<file path="config.mk">
export PLATFORM = sky130hd
export DESIGN_NAME = idempotent_actuator_command_unit_flat
export DESIGN_NICKNAME = d
export VERILOG_FILES = /design/src/rtl/core/iacu_pkg.sv /design/src/rtl/core/iacu_if.sv /design/src/rtl/core/iacu_cache.sv /design/src/rtl/core/idempotent_actuator_command_unit.sv /design/src/flat_wrapper.sv
export SDC_FILE = /design/constraint.sdc
export NUM_CORES = 1
export LEC_CHECK = 0
export BUFFER_PORTS_ARGS = -buffer_cell sky130_fd_sc_hd__buf_2
export CAP_MARGIN = 20
export CORE_UTILIZATION = 30
export DETAILED_ROUTE_END_ITERATION = 10
export RECOVER_POWER = 50
export SLEW_MARGIN = 20
export SYNTH_ARGS = -nofsm -noshare
export SYNTH_HDL_FRONTEND = slang
export SYNTH_HIERARCHICAL = 1
export SYNTH_SLANG_ARGS = --single-unit
</file>
<file path="constraint.sdc">
create_clock -name clk -period 6.74 [get_ports clk]
set_input_delay 0 -clock clk [delete_from_list [all_inputs] [get_ports clk]]
set_output_delay 0 -clock clk [all_outputs]
set_load 0.02 [all_outputs]
</file>
<file path="src/rtl/core/iacu_pkg.sv">
// iacu_pkg: shared types, codes and constants of the idempotent actuator command unit
// no dependencies; compiled first

package iacu_pkg;

	localparam int CACHE_ENTRIES_DEF = 8;
	localparam int KEY_BITS_DEF      = 64;

	localparam int KEY_W    = 64;
	localparam int TPS_W    = 10;
	localparam int MAX_W    = 12;
	localparam int DUR_W    = 12;
	localparam int TICK_W   = 32;
	localparam int PROD_W   = TPS_W + DUR_W;
	localparam int CFG_W    = 12;
	localparam int CFG_IDX_W = 1;
	localparam int STATUS_W = 3;

	localparam logic [1:0] ACT_CMD  = 2'd0;
	localparam logic [1:0] ACT_TICK = 2'd1;
	localparam logic [1:0] ACT_POLL = 2'd2;

	localparam logic [1:0] SEL_FAN   = 2'd0;
	localparam logic [1:0] SEL_LIGHT = 2'd1;

	localparam logic [1:0] RQ_OFF = 2'd0;
	localparam logic [1:0] RQ_ON  = 2'd1;

	localparam logic [STATUS_W-1:0] STS_APPLIED   = 3'd0;
	localparam logic [STATUS_W-1:0] STS_DUPLICATE = 3'd1;
	localparam logic [STATUS_W-1:0] STS_INVALID   = 3'd2;
	localparam logic [STATUS_W-1:0] STS_MISMATCH  = 3'd3;
	localparam logic [STATUS_W-1:0] STS_POLL      = 3'd4;

	localparam logic [CFG_IDX_W-1:0] CFG_TPS = 1'b0;
	localparam logic [CFG_IDX_W-1:0] CFG_MAX = 1'b1;

	localparam logic [TPS_W-1:0] TPS_RST = 10'd100;
	localparam logic [MAX_W-1:0] MAX_RST = 12'd3600;

	typedef struct packed {
		logic [1:0]       action;
		logic [KEY_W-1:0] command_key;
		logic             well_formed;
		logic [1:0]       actuator_sel;
		logic [1:0]       requested_state;
		logic [DUR_W-1:0] duration;
	} cmd_item_t;

	typedef struct packed {
		logic [STATUS_W-1:0] status;
		logic                fan_is_on;
		logic                light_is_on;
		logic                fan_timed_out;
		logic                light_timed_out;
	} res_item_t;

	typedef enum logic [2:0] {
		ST_IDLE,
		ST_SCAN,
		ST_APPLY,
		ST_POLL_FAN,
		ST_POLL_LIGHT,
		ST_EMIT
	} state_t;

	typedef struct packed {
		logic start;
		logic commit;
		logic act;
		logic st;
	} cache_req_t;

	typedef struct packed {
		logic done;
		logic hit;
		logic same;
	} cache_rsp_t;

endpackage

</file>
<file path="src/rtl/core/iacu_if.sv">
// iacu_cmd_if, iacu_res_if: valid/ready channels for command requests and results
// depends on iacu_pkg

interface iacu_cmd_if;
	logic                 valid;
	logic                 ready;
	iacu_pkg::cmd_item_t  data;

	modport source (output valid, output data, input ready);
	modport sink   (input valid, input data, output ready);
endinterface

interface iacu_res_if;
	logic                 valid;
	logic                 ready;
	iacu_pkg::res_item_t  data;

	modport source (output valid, output data, input ready);
	modport sink   (input valid, input data, output ready);
endinterface

</file>
<file path="src/rtl/core/iacu_cache.sv">
// iacu_cache: ring cache of applied command keys with a one-entry-per-cycle scan
// depends on iacu_pkg

module iacu_cache #(
	parameter int CACHE_ENTRIES = iacu_pkg::CACHE_ENTRIES_DEF,
	parameter int KEY_BITS      = iacu_pkg::KEY_BITS_DEF
) (
	input  logic                 clk,
	input  logic                 arst_n,
	input  iacu_pkg::cache_req_t req,
	input  logic [KEY_BITS-1:0]  key,
	output iacu_pkg::cache_rsp_t rsp
);

	localparam int IDX_W = (CACHE_ENTRIES > 1) ? $clog2(CACHE_ENTRIES) : 1;
	localparam int ENT_W = KEY_BITS + 2;
	localparam logic [IDX_W-1:0] LAST = IDX_W'(CACHE_ENTRIES - 1);

	logic [ENT_W-1:0]         mem_q [CACHE_ENTRIES];
	logic [ENT_W-1:0]         rd_s1;
	logic [IDX_W-1:0]         idx_s1;
	logic                     cmp_s1;
	logic [CACHE_ENTRIES-1:0] valid_q;
	logic [IDX_W-1:0]         cursor_q;
	logic [IDX_W-1:0]         scan_q;
	logic                     scanning_q;
	logic                     hit;

	assign hit      = cmp_s1 && valid_q[idx_s1] && (rd_s1[ENT_W-1:2] == key);
	assign rsp.hit  = hit;
	assign rsp.done = cmp_s1 && (hit || idx_s1 == LAST);
	assign rsp.same = (rd_s1[1] == req.act) && (rd_s1[0] == req.st);

	always_ff @(posedge clk) begin
		if (req.commit) begin
			mem_q[cursor_q] <= {key, req.act, req.st};
		end
		rd_s1  <= mem_q[scan_q];
		idx_s1 <= scan_q;
	end

	always_ff @(posedge clk or negedge arst_n) begin
		if (!arst_n) begin
			valid_q    <= '0;
			cursor_q   <= '0;
			scan_q     <= '0;
			scanning_q <= 1'b0;
			cmp_s1     <= 1'b0;
		end else begin
			if (req.start) begin
				scanning_q <= 1'b1;
				scan_q     <= '0;
				cmp_s1     <= 1'b0;
			end else begin
				cmp_s1 <= scanning_q && !hit;
				if (scanning_q) begin
					if (hit || scan_q == LAST) begin
						scanning_q <= 1'b0;
					end else begin
						scan_q <= scan_q + 1'b1;
					end
				end
			end
			if (req.commit) begin
				valid_q[cursor_q] <= 1'b1;
				cursor_q <= (cursor_q == LAST) ? '0 : cursor_q + 1'b1;
			end
		end
	end

endmodule

</file>
<file path="src/rtl/core/idempotent_actuator_command_unit.sv">
// idempotent_actuator_command_unit: top level, command sequencer and actuator state
// depends on iacu_pkg, iacu_if, iacu_cache

// Takes command, tick and poll requests for a fan and a grow light and answers
// every command and poll with one result. A tick gives no result. An invalid
// command goes straight to the result stage. A valid command reads the key
// cache through its read port one entry per cycle until the key is found or
// the ring is exhausted; on a miss the command is then applied through the
// shared 32-bit adder. Every result is loaded into the result register. A poll
// makes one adder pass per actuator deadline. A result may wait in the output
// register while the next request is taken. Configuration writes must arrive
// while the unit is idle.
module idempotent_actuator_command_unit #(
	parameter int CACHE_ENTRIES = iacu_pkg::CACHE_ENTRIES_DEF,
	parameter int KEY_BITS      = iacu_pkg::KEY_BITS_DEF
) (
	input  logic                               clk,
	input  logic                               arst_n,
	iacu_cmd_if.sink                           cmd,
	iacu_res_if.source                         res,
	input  logic                               cfg_we,
	input  logic [iacu_pkg::CFG_IDX_W-1:0]     cfg_index,
	input  logic [iacu_pkg::CFG_W-1:0]         cfg_wdata
);

	localparam int TW = iacu_pkg::TICK_W;

	iacu_pkg::state_t     state_q, state_d;
	iacu_pkg::cache_req_t creq;
	iacu_pkg::cache_rsp_t crsp;
	iacu_pkg::cmd_item_t  item;
	iacu_pkg::res_item_t  res_q;

	logic [iacu_pkg::TPS_W-1:0]  tps_q;
	logic [iacu_pkg::MAX_W-1:0]  max_q;
	logic [TW-1:0]               tick_q;
	logic                        fan_on_q, light_on_q;
	logic [TW-1:0]               fan_dl_q, light_dl_q;
	logic [KEY_BITS-1:0]         key_q;
	logic                        act_q, st_q, dur_nz_q;
	logic [iacu_pkg::PROD_W-1:0] prod_q;
	logic [iacu_pkg::STATUS_W-1:0] status_q;
	logic                        fto_q, lto_q;
	logic                        out_valid_q;

	logic          accept, bad, out_free, sub;
	logic [TW-1:0] op_b, sum, new_dl;
	logic          passed;

	assign item      = cmd.data;
	assign cmd.ready = (state_q == iacu_pkg::ST_IDLE);
	assign accept    = cmd.valid && cmd.ready;
	assign out_free  = !out_valid_q || res.ready;
	assign res.valid = out_valid_q;
	assign res.data  = res_q;

	assign bad = !item.well_formed
		|| (item.actuator_sel > iacu_pkg::SEL_LIGHT)
		|| (item.requested_state > iacu_pkg::RQ_ON)
		|| (item.duration > max_q)
		|| (item.requested_state == iacu_pkg::RQ_ON && item.actuator_sel == iacu_pkg::SEL_FAN
			&& item.duration == '0)
		|| (item.requested_state == iacu_pkg::RQ_OFF && item.duration != '0);

	// shared adder: deadline arming adds, deadline checks subtract
	always_comb begin
		sub  = (state_q == iacu_pkg::ST_POLL_FAN) || (state_q == iacu_pkg::ST_POLL_LIGHT);
		op_b = TW'(prod_q);
		if (state_q == iacu_pkg::ST_POLL_FAN) begin
			op_b = fan_dl_q;
		end else if (state_q == iacu_pkg::ST_POLL_LIGHT) begin
			op_b = light_dl_q;
		end
		sum    = tick_q + (op_b ^ {TW{sub}}) + TW'(sub);
		passed = (op_b != '0) && !sum[TW-1];
		new_dl = (st_q && dur_nz_q) ? sum : '0;
	end

	always_comb begin
		state_d     = state_q;
		creq.start  = 1'b0;
		creq.commit = 1'b0;
		creq.act    = act_q;
		creq.st     = st_q;
		case (state_q)
			iacu_pkg::ST_IDLE: begin
				if (accept) begin
					case (item.action)
						iacu_pkg::ACT_CMD: begin
							if (bad) begin
								state_d = iacu_pkg::ST_EMIT;
							end else begin
								creq.start = 1'b1;
								state_d    = iacu_pkg::ST_SCAN;
							end
						end
						iacu_pkg::ACT_POLL: state_d = iacu_pkg::ST_POLL_FAN;
						default: ;
					endcase
				end
			end
			iacu_pkg::ST_SCAN: begin
				if (crsp.done) begin
					state_d = crsp.hit ? iacu_pkg::ST_EMIT : iacu_pkg::ST_APPLY;
				end
			end
			iacu_pkg::ST_APPLY: begin
				creq.commit = 1'b1;
				state_d     = iacu_pkg::ST_EMIT;
			end
			iacu_pkg::ST_POLL_FAN:   state_d = iacu_pkg::ST_POLL_LIGHT;
			iacu_pkg::ST_POLL_LIGHT: state_d = iacu_pkg::ST_EMIT;
			iacu_pkg::ST_EMIT: begin
				if (out_free) begin
					state_d = iacu_pkg::ST_IDLE;
				end
			end
			default: state_d = iacu_pkg::ST_IDLE;
		endcase
	end

	always_ff @(posedge clk or negedge arst_n) begin
		if (!arst_n) begin
			state_q <= iacu_pkg::ST_IDLE;
		end else begin
			state_q <= state_d;
		end
	end

	always_ff @(posedge clk or negedge arst_n) begin
		if (!arst_n) begin
			tps_q <= iacu_pkg::TPS_RST;
			max_q <= iacu_pkg::MAX_RST;
		end else if (cfg_we) begin
			case (cfg_index)
				iacu_pkg::CFG_TPS: tps_q <= cfg_wdata[iacu_pkg::TPS_W-1:0];
				iacu_pkg::CFG_MAX: max_q <= cfg_wdata[iacu_pkg::MAX_W-1:0];
				default: ;
			endcase
		end
	end

	always_ff @(posedge clk or negedge arst_n) begin
		if (!arst_n) begin
			tick_q      <= '0;
			fan_on_q    <= 1'b0;
			light_on_q  <= 1'b0;
			fan_dl_q    <= '0;
			light_dl_q  <= '0;
			out_valid_q <= 1'b0;
		end else begin
			if (accept && item.action == iacu_pkg::ACT_TICK) begin
				tick_q <= tick_q + 1'b1;
			end
			if (state_q == iacu_pkg::ST_APPLY) begin
				if (!act_q) begin
					fan_on_q <= st_q;
					fan_dl_q <= new_dl;
				end else begin
					light_on_q <= st_q;
					light_dl_q <= new_dl;
				end
			end
			if (state_q == iacu_pkg::ST_POLL_FAN && fan_on_q && passed) begin
				fan_on_q <= 1'b0;
				fan_dl_q <= '0;
			end
			if (state_q == iacu_pkg::ST_POLL_LIGHT && light_on_q && passed) begin
				light_on_q <= 1'b0;
				light_dl_q <= '0;
			end
			if (state_q == iacu_pkg::ST_EMIT && out_free) begin
				out_valid_q <= 1'b1;
			end else if (res.ready) begin
				out_valid_q <= 1'b0;
			end
		end
	end

	always_ff @(posedge clk) begin
		if (accept) begin
			key_q    <= item.command_key[KEY_BITS-1:0];
			act_q    <= item.actuator_sel[0];
			st_q     <= item.requested_state[0];
			dur_nz_q <= (item.duration != '0);
			prod_q   <= iacu_pkg::PROD_W'(item.duration) * iacu_pkg::PROD_W'(tps_q);
			fto_q    <= 1'b0;
			lto_q    <= 1'b0;
			status_q <= (item.action == iacu_pkg::ACT_POLL) ? iacu_pkg::STS_POLL
				: iacu_pkg::STS_INVALID;
		end
		if (state_q == iacu_pkg::ST_SCAN && crsp.done && crsp.hit) begin
			status_q <= crsp.same ? iacu_pkg::STS_DUPLICATE : iacu_pkg::STS_MISMATCH;
		end
		if (state_q == iacu_pkg::ST_APPLY) begin
			status_q <= iacu_pkg::STS_APPLIED;
		end
		if (state_q == iacu_pkg::ST_POLL_FAN && fan_on_q && passed) begin
			fto_q <= 1'b1;
		end
		if (state_q == iacu_pkg::ST_POLL_LIGHT && light_on_q && passed) begin
			lto_q <= 1'b1;
		end
		if (state_q == iacu_pkg::ST_EMIT && out_free) begin
			res_q.status          <= status_q;
			res_q.fan_is_on       <= fan_on_q;
			res_q.light_is_on     <= light_on_q;
			res_q.fan_timed_out   <= fto_q;
			res_q.light_timed_out <= lto_q;
		end
	end

	iacu_cache #(
		.CACHE_ENTRIES(CACHE_ENTRIES),
		.KEY_BITS     (KEY_BITS)
	) u_cache (
		.clk   (clk),
		.arst_n(arst_n),
		.req   (creq),
		.key   (key_q),
		.rsp   (crsp)
	);

	// a poll never switches an actuator on
	a_poll_no_turn_on: assert property (@(posedge clk) disable iff (!arst_n)
		(state_q == iacu_pkg::ST_POLL_FAN || state_q == iacu_pkg::ST_POLL_LIGHT)
		|=> !(fan_on_q && !$past(fan_on_q)) && !(light_on_q && !$past(light_on_q)))
		else $error("poll switched an actuator on");

	// timeout flags only on poll results, and a timed-out actuator reads as off
	a_timeout_consistent: assert property (@(posedge clk) disable iff (!arst_n)
		res.valid && (res.data.fan_timed_out || res.data.light_timed_out)
		|-> res.data.status == iacu_pkg::STS_POLL
		&& !(res.data.fan_timed_out && res.data.fan_is_on)
		&& !(res.data.light_timed_out && res.data.light_is_on))
		else $error("timeout flags inconsistent with result");

	// the cache is written only after a scan that found no match
	a_commit_after_miss: assert property (@(posedge clk) disable iff (!arst_n)
		creq.commit |-> $past(state_q) == iacu_pkg::ST_SCAN && $past(crsp.done)
		&& !$past(crsp.hit))
		else $error("cache write without a completed miss");

endmodule

</file>
<file path="src/flat_wrapper.sv">
// flat-port wrapper written by rule: the top's interface ports become plain ports
module idempotent_actuator_command_unit_flat 
#(
	parameter int CACHE_ENTRIES = iacu_pkg::CACHE_ENTRIES_DEF,
	parameter int KEY_BITS      = iacu_pkg::KEY_BITS_DEF
)
  (clk, arst_n, cfg_we, cfg_index, cfg_wdata, cmd_valid, cmd_data, cmd_ready, res_valid, res_data, res_ready);
  iacu_cmd_if cmd_i ();
  iacu_res_if res_i ();
  input  logic clk;
  input  logic arst_n;
  input  logic cfg_we;
  input  logic [iacu_pkg::CFG_IDX_W-1:0] cfg_index;
  input  logic [iacu_pkg::CFG_W-1:0] cfg_wdata;
  input wire logic [$bits(cmd_i.valid)-1:0] cmd_valid;
  input wire logic [$bits(cmd_i.data)-1:0] cmd_data;
  output wire logic [$bits(cmd_i.ready)-1:0] cmd_ready;
  output wire logic [$bits(res_i.valid)-1:0] res_valid;
  output wire logic [$bits(res_i.data)-1:0] res_data;
  input wire logic [$bits(res_i.ready)-1:0] res_ready;
  assign cmd_i.valid = cmd_valid;
  assign cmd_i.data = cmd_data;
  assign cmd_ready = cmd_i.ready;
  assign res_valid = res_i.valid;
  assign res_data = res_i.data;
  assign res_i.ready = res_ready;
  idempotent_actuator_command_unit #(.CACHE_ENTRIES(CACHE_ENTRIES), .KEY_BITS(KEY_BITS)) u_core (.clk(clk), .arst_n(arst_n), .cmd(cmd_i), .res(res_i), .cfg_we(cfg_we), .cfg_index(cfg_index), .cfg_wdata(cfg_wdata));
endmodule
</file>
=== Word level (Yosys, flattened, before mapping) ===
Memories as Yosys holds them, arrays and structs flattened. A register that Yosys moved wholly into a read port is not among the register bits.
Index checks and enable logic that the tools add are counted.

* $mul: 1
* Order comparisons: 6
* Add/sub/neg operators: 5
* Equality and inequality tests: 20
* Bitwise gates (word level): 3
* Reductions and logical operators: 53
* Mux-type cells: 47

{| class="wikitable"
|+ Operators by type and width
! cell !! number
|-
| two-way mux 32 bit || 9
|-
| equality test 64 bit || 1
|-
| two-way mux 3 bit || 12
|-
| adder 32 x 1 -> 32 bit || 1
|-
| adder 32 x 1 -> 32 bit, second input constant || 1
|-
| adder 32 bit || 1
|-
| nonzero test 32 bit || 1
|-
| bitwise XOR 32 bit || 1
|-
| multiplier 12 x 10 -> 22 bit || 1
|-
| two-way mux 1 bit || 21
|-
| logical AND 1 bit || 20
|-
| equality test 3 bit, second input constant || 5
|-
| case mux 3 bit (5 select lines) || 1
|-
| > comparator 12 bit || 1
|-
| zero test 12 bit || 1
|-
| nonzero test 12 bit || 1
|-
| nonzero test 2 bit || 6
|-
| AND reduction 2 bit || 5
|-
| logical OR 1 bit || 9
|-
| < comparator 3 x 4 -> 1 bit, second input constant || 2
|-
| bitwise OR 8 bit || 1
|-
| adder 3 x 1 -> 3 bit, second input constant || 2
|-
| equality test 3 x 2 -> 1 bit, second input constant || 2
|-
| zero test 2 bit || 3
|-
| other kinds (18) || 27
|}

* RAM bits: 528
* Memories: 1
* Flip-flop bits (word level): 244
* Output and inout bits: 9

{| class="wikitable"
|+ Memories
! name !! words !! bits a word !! rd ports !! clocked after memory_dff !! wr ports !! line !! source
|-
| u_core.u_cache.mem_q || 8 || 66 || 1 || 1 || 1 || iacu_cache.sv:19 || <nowiki>logic [ENT_W-1:0] mem_q [CACHE_ENTRIES];</nowiki>
|}

=== Longest topological paths before layout ===
Gate-level depths: netlist of run 1.

* Word-level depth: 12
* Mapped depth: 23
* Mapped depth without buffers: 20

=== Modules after synthesis ===
The synthesis of run 1 kept the hierarchy.

{| class="wikitable"
|+ By module, submodules not included
! module !! instances !! area each (um^2) !! cells an instance
|-
| iacu_cache || 1 || 22,686.8 || 1,001
|-
| idempotent_actuator_command_unit || 1 || 15,080.7 || 1,427
|}

=== Least setup slack after synthesis of run 1 ===
Ideal clock, no wire load.

* Path kind: register to register
* Start: register u_core.state_q[1]
* End: register u_core.u_cache.valid_q[0]
* Library setup time: 0.093 ns
* Slack: 0.064 ns
* Data arrival time: 6.584 ns
* Required time: 6.647 ns
* Stages on the path, launching flop included: 9
* Path buffers: 4
* Path through: dfrtp_1 -> buf_2 -> buf_2 -> buf_1 -> and3_1 -> clkbuf_1 -> nand2b_1 -> nor3_1 -> or2_2

{| class="wikitable"
|+ RTL lines
! element !! line !! source
|-
| start, declared || idempotent_actuator_command_unit.sv:28 || <nowiki>iacu_pkg::state_t state_q, state_d;</nowiki>
|-
| start signal, assigned || idempotent_actuator_command_unit.sv:124 || <nowiki>state_q <= iacu_pkg::ST_IDLE;</nowiki>
|-
| start signal, assigned || idempotent_actuator_command_unit.sv:126 || <nowiki>state_q <= state_d;</nowiki>
|-
| end signal, assigned || iacu_cache.sv:44 || <nowiki>valid_q <= '0;</nowiki>
|-
| end signal, assigned by index || iacu_cache.sv:65 || <nowiki>valid_q[cursor_q] <= 1'b1;</nowiki>
|-
| end, declared || iacu_cache.sv:23 || <nowiki>logic [CACHE_ENTRIES-1:0] valid_q;</nowiki>
|}

=== Worst setup path after layout of run 1 ===
* Start: register u_core/tps_q[2] in the netlist's numbering
* End: register u_core/prod_q[21] in the netlist's numbering, data pin

* Word-level cells in the longest chain between the ends: 1

{| class="wikitable"
|+ Ends and longest elaborated chain
! element !! line !! source
|-
| start, declared || idempotent_actuator_command_unit.sv:34 || <nowiki>logic [iacu_pkg::TPS_W-1:0] tps_q;</nowiki>
|-
| start signal, assigned || idempotent_actuator_command_unit.sv:132 || <nowiki>tps_q <= iacu_pkg::TPS_RST;</nowiki>
|-
| start signal, assigned || idempotent_actuator_command_unit.sv:136 || <nowiki>iacu_pkg::CFG_TPS: tps_q <= cfg_wdata[iacu_pkg::TPS_W-1:0];</nowiki>
|-
| multiplier 12 x 10 -> 22 bit || idempotent_actuator_command_unit.sv:186 || <nowiki>prod_q <= iacu_pkg::PROD_W'(item.duration) * iacu_pkg::PROD_W'(tps_q);</nowiki>
|-
| end signal, assigned || idempotent_actuator_command_unit.sv:186 ||
|-
| end, declared || idempotent_actuator_command_unit.sv:41 || <nowiki>logic [iacu_pkg::PROD_W-1:0] prod_q;</nowiki>
|}

No other way between the ends.
A chain may end at the register's enable or synchronous reset.

==> results of run 1 <==
-- cell type report --
type                       count  area [um2]
fill                       11800       80300
clock buffer                 121        2460
tap                         1637        2050
timing repair buffer         233        1680
clock inverter                37         460
inverter                     121         455
antenna                        2        5.00
multi-input combinational   1362       13200
sequential                   838       23700
-- logic make-up (layout without fill, tap and decap cells) --
| kind of cell | after synthesis | in the layout | share of synthesized area |
|---|---|---|---|
| adder cells (fa/ha/maj) | 183 | 183 | 0.0763 |
| flip-flops | 838 | 838 | 0.628 |
| other | 0 | 2 | 0 |
| buffers and inverters | 228 | 512 | 0.0250 |
| AO/OA/AOI/OAI | 326 | 326 | 0.0652 |
| XOR/XNOR | 128 | 128 | 0.0297 |
| AND/OR/NAND/NOR | 495 | 495 | 0.0669 |
| multiplexers | 230 | 230 | 0.109 |
-- metrics by stage --
| step | worst slack (ns) | util | instances | hold WS (ns) |
|---|---|---|---|---|
| 3_3_place_gp | 0.938 | 0.324 | 4102 | 0.0982 |
| 4_1_cts | 0.866 | 0.355 | 4348 | 0.0230 |
| 6_report | 0.703 | 0.354 | 4351 | 0.0651 |
| 3_5_place_dp | 0.892 | 0.324 | 4102 | 0.105 |
| 2_1_floorplan | 0.0637 | - | 2428 | -0.296 |
| 5_1_grt | 0.383 | 0.354 | 4349 | 0.0361 |
-- repair_timing --
item                                    4_1_cts  5_1_grt
hold buffers                                 88        1
endpoints found under the hold margin       184        3
endpoints found under the setup margin        0        0
-- report_power, final --
| group | internal (mW) | switching (mW) | leakage, nW |
|---|---|---|---|
| registers | 6.53 | 0.808 | 8.11 |
| logic | 3.16 | 3.62 | 6.46 |
| clock network | 2.81 | 2.03 | 1.43 |
-- flip-flops by register name (all words and copies together), names as in the netlist, 3 cells and up --
signal                   count
u_core/tick_q               32
u_core/light_dl_q           32
u_core/state_q               3
u_core/fan_dl_q             32
u_core/u_cache/idx_s1        3
u_core/u_cache/valid_q       8
u_core/prod_q               22
u_core/max_q                12
u_core/status_q              3
u_core/key_q                64
u_core/u_cache/mem_q       528
u_core/u_cache/cursor_q      3
u_core/u_cache/scan_q        3
u_core/u_cache/rd_s1        66
u_core/tps_q                10
u_core/res.data              7
-- synthesized netlist by cell type, types with 7 or more instances --
library cell	number	share of area
edfxtp_1	624	0.50
mux4_2	134	0.080
dfrtp_1	133	0.088
inv_1	120	0.012
nand2_1	118	0.012
nor2_1	112	0.011
ha_1	104	0.034
xnor2_1	100	0.023
mux2_2	92	0.027
and2_1	80	0.013
fa_1	79	0.042
dfxtp_1	74	0.039
clkbuf_1	72	0.0072
a22o_1	58	0.013
a21oi_1	55	0.0073
o21ai_0	34	0.0045
nand4_1	30	0.0050
xor2_1	28	0.0065
a22oi_1	27	0.0054
a21o_1	26	0.0052
nand3_1	24	0.0032
nand2b_1	23	0.0038
nor3_1	22	0.0029
buf_2	21	0.0028
o22ai_1	18	0.0030
a31oi_1	17	0.0028
and3_1	16	0.0027
o2bb2ai_1	15	0.0035
nor2b_1	14	0.0023
or2_2	14	0.0023
nor4_1	12	0.0020
o21a_1	12	0.0024
o211ai_1	10	0.0020
buf_6	8	0.0024
dfstp_2	7	0.0049
nand3b_1	7	0.0014
-- worst min path at each step --
stage | slack [ns] | endpoint
after detailed placement | 0.10 | u_core/tick_q[29]
after global routing | 0.04 | u_core/key_q[18]
final | 0.07 | u_core/key_q[18]
after global placement | 0.1 | u_core/tick_q[29]
after CTS | 0.02 | u_core/key_q[43]
after floorplan | -0.30 | u_core/fan_dl_q[0]
-- routing by layer --
metal / global-route usage / wire, um / vias to the layer above
met2: 0.225 / 42000 / 523
met4: 0.0444 / 2540 / 4
met1: 0.198 / 40900 / 10900
li1: - / - / 9594
met3: 0.0200 / 3850 / 133
met5: 0 / 27 / -
==> results, run 1 <==
- In the final layout, the share of cells above drive strength 1 is 0.186.
- Setup total negative slack on the finished layout was measured at 0 ns.
- Counting flops with a built-in enable in the synthesized netlist gives 624.
- The residual DRC count is 0.
- For this run, the register share of the synthesized area comes to 0.628.
- For the worst-skew pair, the clock arrives at the later sink with an insertion delay of about 0.65 ns.
- The critical path goes through nand2_1 > fa_1 > inv_1 > fa_1 > fa_1 > fa_1 > inv_1 > fa_1 > inv_1 > ha_1 > or2_2 > a21oi_1 > a31oi_1 > a41o_1 > or4_1 > a31o_2 > a21oi_1 > xnor2_1.
- The launch point of the worst reg-to-reg path is u_core/tps_q[2].
- The checks that failed: capacitance limit, slew limit.
- The capture point of the critical path is u_core/prod_q[21].
- The maximum number of pins on one net before global-route repair is between 90 and 100.
- The clock drives 838 sinks.
- The placed wire-length estimate is 56.4 mm.
- The worst-case IR drop observed on VDD is around 0.32 mV.
- The cell family contributing the most delay on the critical path is adder cells.
- Among the stages of the critical path, the cell type that occurs most often is fa_1.
- For the worst setup path, the data arrival time is between 6 and 7 ns.
- The launch point of the critical path is u_core/tps_q[2].
- The critical-path maximum fanout is 13.
- The worst register-to-register path has a depth of 18.
- For this block, the routed nets add up to just under 90 mm of wire.
- The run finished, with violations left.
- The die span in y is between 300 and 400 um.
- The analysis attributes to cell leakage a power of roughly 16 nW.
- The number of instances in the synthesized netlist is about 2,400.
- The number of core rows is ~130.
- Subtracting the final worst setup slack from the clock period gives approximately 6.0 ns.
- The initial antenna violation count is 4.
- The overall routing resource usage is 0.141.
- The max-slew headroom at the worst pin is -2.01.
- From left edge to right edge, the die measures 357 um.
- The path class of the tightest hold or removal check is input pin to register.
- The cell depth of the worst hold path is 2.
- In this run the count of I/O pins placed on the die edge is 110.
- The area added between synthesis and finish is 16.5%.
- The clock tree root buffer cell is clkbuf_16.
- Averaged over all synthesized cells, the footprint is around 16 um2.
- Dividing the detail-routed wire length by the instance count gives just over 20 um.
- The via count is ~21,000.
- In this run, the number of DRC markers left after iteration 0 of detailed routing was approximately 1,800.
- Synthesis inferred between 800 and 900 register bits.
- The average via count per standard cell is between 4 and 5.
- The detailed-routing iteration count for the pre-antenna-repair pass is 5.
- The count of nets after finishing is 2,924.
- The starting utilization of the core area is 0.304.
- The number of nets in the synthesized netlist is between 2,000 and 3,000.
- For the pin with the worst max-slew slack, the measured transition is 4.51 ns.
- The area inside the core boundary is 124,000 um2.
- On the final layout, the worst clock skew is 0.0315 ns.
- During synthesis, Yosys emitted a total of 6 warnings.
- The highest-delay cell along the critical path is dfstp_1.
- The total power per unit cell area is between 400 and 500 nW/um2.
- The placement-stage cell area is between 40,000 and 50,000 um2.
- The buffer count from post-CTS setup fixing is 0.
- The final estimated routing congestion in global placement is around 0.86.
- The H-tree was split into 3 levels.
- Based on the critical path, the design can be clocked at up to roughly 170 MHz.
- The quantity of gates resized following cts is 0.
- The via count of the first global-routing pass came to about 22,000.
- Setup slack on the worst reg-to-reg path comes out at ~0.70 ns.
- Leaving out fill and tap cells, the most frequent cells in the layout are 624 x edfxtp_1, 134 x mux4_2, 132 x dfrtp_1.
- The first global-routing pass estimated between 100 and 150 mm of wire.
- The total CTS buffers is 84.
- Data on the critical path is required at its endpoint by 7.11 ns.
- After routing the design area is between 40,000 and 50,000 um2.
- The count of buffer and inverter cells on the critical path is 3.
- The delay of the slowest cell on the worst path is ~0.8 ns.
- Summed over all layers, the global routing overflow is 0.
- For this run, asynchronously set or reset flops after synthesis account for 0.167.
- The predominant post-synthesis flop cell is edfxtp_1.
- The antenna violation net count after detailed routing is 0.
- The post-synth design cell area is approximately 38,000 um2.
- In the finished design, the share of the clock period the worst path needs comes to 0.896.
- The synthesized netlist contains between 80 and 90 unique library cells.
- The total chip power is 19.0 mW.
- Setup repair after global routing left no endpoint under its margin.
- The number of endpoints with negative hold slack in the final report is 0.
- Across the run, the number of max-cap violations was 6.
- The worst setup path is launched from a register.
- The number of port buffers is 109.
- The maximum number of buffers from clock root to sink is 3.
- The floorplan step defined a die boundary enclosing 127,000 um2.
- The count of cell instances traversed by the critical path is 18.
- The number of max-slew violations in the final report is about 330.
- By startpoint and endpoint, the worst setup path is classified as register to register.
- TritonCTS built the clock tree.
- The sort of element at the end of the critical path is a register.
- The number of failing setup endpoints in the final timing report is 0.
- The worst flop-to-flop path endpoint is u_core/prod_q[21].
- In this run the most critical hold path is launched from cmd_data[35].
- The library cell used most frequently in the layout, excluding fill and tap cells, is edfxtp_1.
- The clock transition at the register clock pins on the worst setup and hold paths after CTS is ~0.060 ns.
Note: power is estimated with default switching activity, not from simulation.
==> inputs of run 2 (changes only) <==
ABC_AREA = 1   (was unset)
==> run 2 against run 1 <==
Net effect: the run ends with DRC, capacitance limit, slew limit left; largest power group unchanged; largest cell class unchanged; utilization fell by 0.51 points; first-iteration DRC count rose by 40%; wire length rose by 12%; via count rose by 30%.
==> results, run 2 <==
- The total CTS buffers is 87 (+3.6%).
- In the synthesized netlist, the cells that appear most often are 654 x nand2_1, 635 x nor2_1, 624 x edfxtp_1.
- The via count is 27,500 (+30%).
- The number of instances in the synthesized netlist was 3,882 (+60%).
- The register with the most flip-flops in the final layout is u_core/u_cache/mem_q.
- The number of failing setup endpoints in the final timing report is 0 (unchanged).
- The data arrival time at the worst-slack endpoint is 5.91 ns (-0.50 ns).
- The clock insertion delay at the later pin of the skew report is 0.68 ns (+0.03 ns).
- The detailed-routing iteration count for the pre-antenna-repair pass is 8 (+3).
- The maximum clock frequency came to 182 MHz (+9.8%).
- The clock transition at the register clock pins on the worst setup and hold paths after CTS is 0.07 ns (about the same).
- The synthesized area divided by synthesized cell count came to 10.2 um2 (-34%).
- The largest area contributor in the netlist is edfxtp_1.
- The average via count per standard cell is 4.67 (-4.1%).
- The overall routing resource usage is 0.150 (+0.00863).
- The max-cap violation count is 4 (-2).
- The critical path startpoint category is a register.
- The final period demand of the worst path is 5.50 ns (-0.538 ns).
- The power dissipated by switching net loads is 6.68 mW (+3.3%).
- The final reports fail on DRC, capacitance limit, slew limit.
- The number of clock sinks came to 838 (unchanged).
- The synthesis warning total is 6 (unchanged).
- The tree is rooted in a clkbuf_16.
- The maximum number of pins on one net before global-route repair is 237 (+150%).
- The total leakage power is 18.9 nW (+18%).
- The residual overflow from global routing is 0 (unchanged).
- The predominant post-synthesis flop cell is edfxtp_1.
- The deepest level of the CTS H-tree is 3 (unchanged).
- The library cell used most frequently in the layout, excluding fill and tap cells, is nand2_1.
- The residual DRC count was 4 (+4).
- The placed wire-length estimate is 60.1 mm (+6.5%).
- The number of primary I/O pins came to 110 (unchanged).
- The delay of the slowest cell on the worst path is 0.78 ns (about the same).
- The total power per unit cell area is 395 nW/um2 (-8.4%).
- The highest-delay cell along the critical path is dfstp_1.
- The summed negative setup slack over all endpoints came to 0 ns (unchanged).
- The violation count after the first detailed-route iteration is 2,451 (+40%).
- The area share of the largest cell type after synthesis came to 0.473 (-0.0235).
- The most used cell along the critical path is inv_1.
- The maximum number of buffers from clock root to sink is 3 (unchanged).
- The number of synthesized flops with an enable pin was 624 (unchanged).
- The period utilization is 0.816 (-0.0799).
- The clock group share of total power is 0.267 (+0.012).
- Yosys attributes the largest share of cell area to edfxtp_1 47%, dfrtp_1 8.4%, nand2_1 6.2%.
- The sort of element at the end of the critical path is a register.
- The worst IR drop on VDD is 0.248 mV (-22%).
- The number of max-slew violations in the final report is 240 (-27%).
- The type of the most critical hold path is input pin to register.
- The first-pass GRT wire length is 155 mm (+14%).
- The worst-case hold slack was 0.0339 ns (-0.0312 ns).
- The most frequent cell after synthesis is nand2_1.
- The signal on the critical path passes through nand2_1 > fa_1 > inv_1 > fa_1 > inv_1 > fa_1 > inv_1 > fa_1 > inv_1 > fa_1 > inv_1 > ha_1 > a21oi_1 > o21ai_0 > inv_1 > o31ai_1 > a21boi_0 > inv_1 > nand3_1 > nand3_1 > xor2_1.
- The post-synth net total is 4,166 (+54%).
- Setup repair after global routing left no endpoint under its margin.
- The final estimated routing congestion in global placement came to 0.850 (-1.3%).
- The critical-path maximum fanout came to 13 (unchanged).
- The critical setup path kind is register to register.
- Relative to the synthesized area, the layout overhead comes to 15.6%.
- The overall routed net length is 100 mm (+12%).
- The slew at the pin closest to its max-slew limit was 3.10 ns (-1.41 ns).
- The sequential fraction of the synthesis area is 0.599 (-0.0297).
- The number of flip-flops in the largest register was 528 (unchanged).
- The initial antenna violation count is 5 (+1).
- The flow ran to the end, but the final reports show violations.
- The fraction of final layout cells sized beyond drive strength 1 was 0.0692 (-0.117).
- The number of port buffers was 109 (unchanged).
- The routed wirelength normalized by instance count is 17.0 um (-17%).
- The die span in y came to 366 um (+2.4%).
- The count of nets after finishing is 4,343 (+49%).
- The combinational fraction of design power came to 0.337 (-0.021).
- The buffer count from post-CTS setup fixing came to 0 (unchanged).
- The flip-flop and latch count after synthesis was 838 (unchanged).
- The area inside the core boundary is 131,000 um2 (+5.6%).
- The sequential group share of total power is 0.396 (+0.009).
- The count of unique library cells instantiated by Yosys was 57 (-32%).
- The number of endpoints with negative hold slack in the final report is 0 (unchanged).
- The CTS tree is yes.
- The worst clock skew is 0.0285 ns (-0.00297 ns).
- The number of core rows was 133 (+3.1%).
- The starting utilization of the core area is 0.302 (-0.00196).
- The max-slew headroom at the worst pin came to -1.06 (+0.943).
- The largest registers in the layout are u_core/u_cache/mem_q: 528 flops, u_core/u_cache/rd_s1: 66 flops, u_core/key_q: 64 flops.
- The required time of the critical path came to 7.16 ns (+0.05 ns).
- The antenna violation net count after detailed routing was 0 (unchanged).
- The die width was 366 um (+2.4%).
- The net switching fraction of the power is 0.369 (+0.0283).
- The full die area is 134,000 um2 (+4.9%).
- The post-synth design cell area is 39,600 um2 (+5.0%).
- The proportion of synthesized flip-flops having asynchronous set or reset was 0.167 (unchanged).
- The total internal power is 11.4 mW (-8.7%).
- Leaving out fill and tap cells, the most frequent cells in the layout are 656 x nand2_1, 629 x nor2_1, 624 x edfxtp_1.
- The via count of the first global-routing pass is 26,700 (+23%).
==> run 2: power groups by stage <==
stage | sequential [mW] | clock [mW] | combinational [mW]
3_3_place_gp | 7.24 | 0 | 5.98
5_1_grt | 7.27 | 5.15 | 6.96
4_1_cts | 7.17 | 4.94 | 6.16
2_1_floorplan | 6.99 | 0 | 4.62
3_5_place_dp | 7.26 | 0 | 6.06
6_report | 7.16 | 4.83 | 6.10
==> run 2: area by class of cell <==
type                       instances  area, um2
antenna                            1       2.50
timing repair buffer             251       1920
sequential                       838      23700
clock buffer                     121       2410
inverter                         456       1720
multi-input combinational       2425      13400
clock inverter                    43        457
tap                             1755       2200
fill                           13100      85500
==> run 2: timing repair <==
| item | CTS | global route |
|---|---|---|
| hold endpoints to repair | 190 | 0 |
| hold buffers | 111 | 0 |
| resized for setup | 0 | 0 |
==> run 2: worst max-delay path: cells and delay by family, from the launching register on <==
family	cells	cell delay, ns
compound gates	4	0.74
xor+xnor	1	0.15
fa+ha+maj	6	2.83
buf+inv	7	0.42
flops	1	0.78
simple gates	3	0.30
==> run 2: layer usage <==
| layer | routed length (um) | track usage | vias to the layer above | share of wire |
|---|---|---|---|---|
| li1 | - | - | 13300 | - |
| met1 | 45800 | 0.205 | 13400 | 0.46 |
| met2 | 46900 | 0.245 | 681 | 0.47 |
| met3 | 5260 | 0.0261 | 130 | 0.053 |
| met4 | 2110 | 0.0389 | 2 | 0.021 |
| met5 | 13 | 0 | - | 0.00013 |
==> run 2: final timing paths <==
check / startpoint / end / slack (ns) / cells past startpoint
max: u_core/tps_q[2] / u_core/prod_q[21] / 1.24 / 21
min: cfg_we / u_core/tps_q[2] / 0.03 / 4
max reg2reg: u_core/tps_q[2] / u_core/prod_q[21] / 1.24 / 21
min reg2reg: u_core/status_q[0] / u_core/res.data[4] / 0.45 / 0
max in group asynchronous: arst_n / u_core/u_cache/scan_q[1] / 1.99 / 4
min in group asynchronous: arst_n / u_core/tick_q[22] / 1.49 / 3
==> run 2: through the flow <==
| stage | power [mW] | cells | cell area, um2 | utilization | setup slack, ns |
|---|---|---|---|---|---|
| finish | 18.1 | 5890 | 45800 | 0.349 | 1.24 |
| global route | 19.4 | 5889 | 45800 | 0.349 | 0.898 |
| CTS | 18.3 | 5886 | 45900 | 0.349 | 1.37 |
| detailed placement | 13.3 | 5611 | 41900 | 0.319 | 1.36 |
| global placement | 13.2 | 5610 | 41900 | 0.319 | 1.45 |
| floorplan | 11.6 | 3882 | 39600 | - | 1.56 |
==> run 2: cell families after synthesis <==
kind of cell,Yosys count,share of synthesized area
compound gates,698,0.0962
xor+xnor,86,0.0190
fa+ha+maj,183,0.0727
buf+inv,619,0.0642
flops,838,0.599
simple gates,1458,0.149
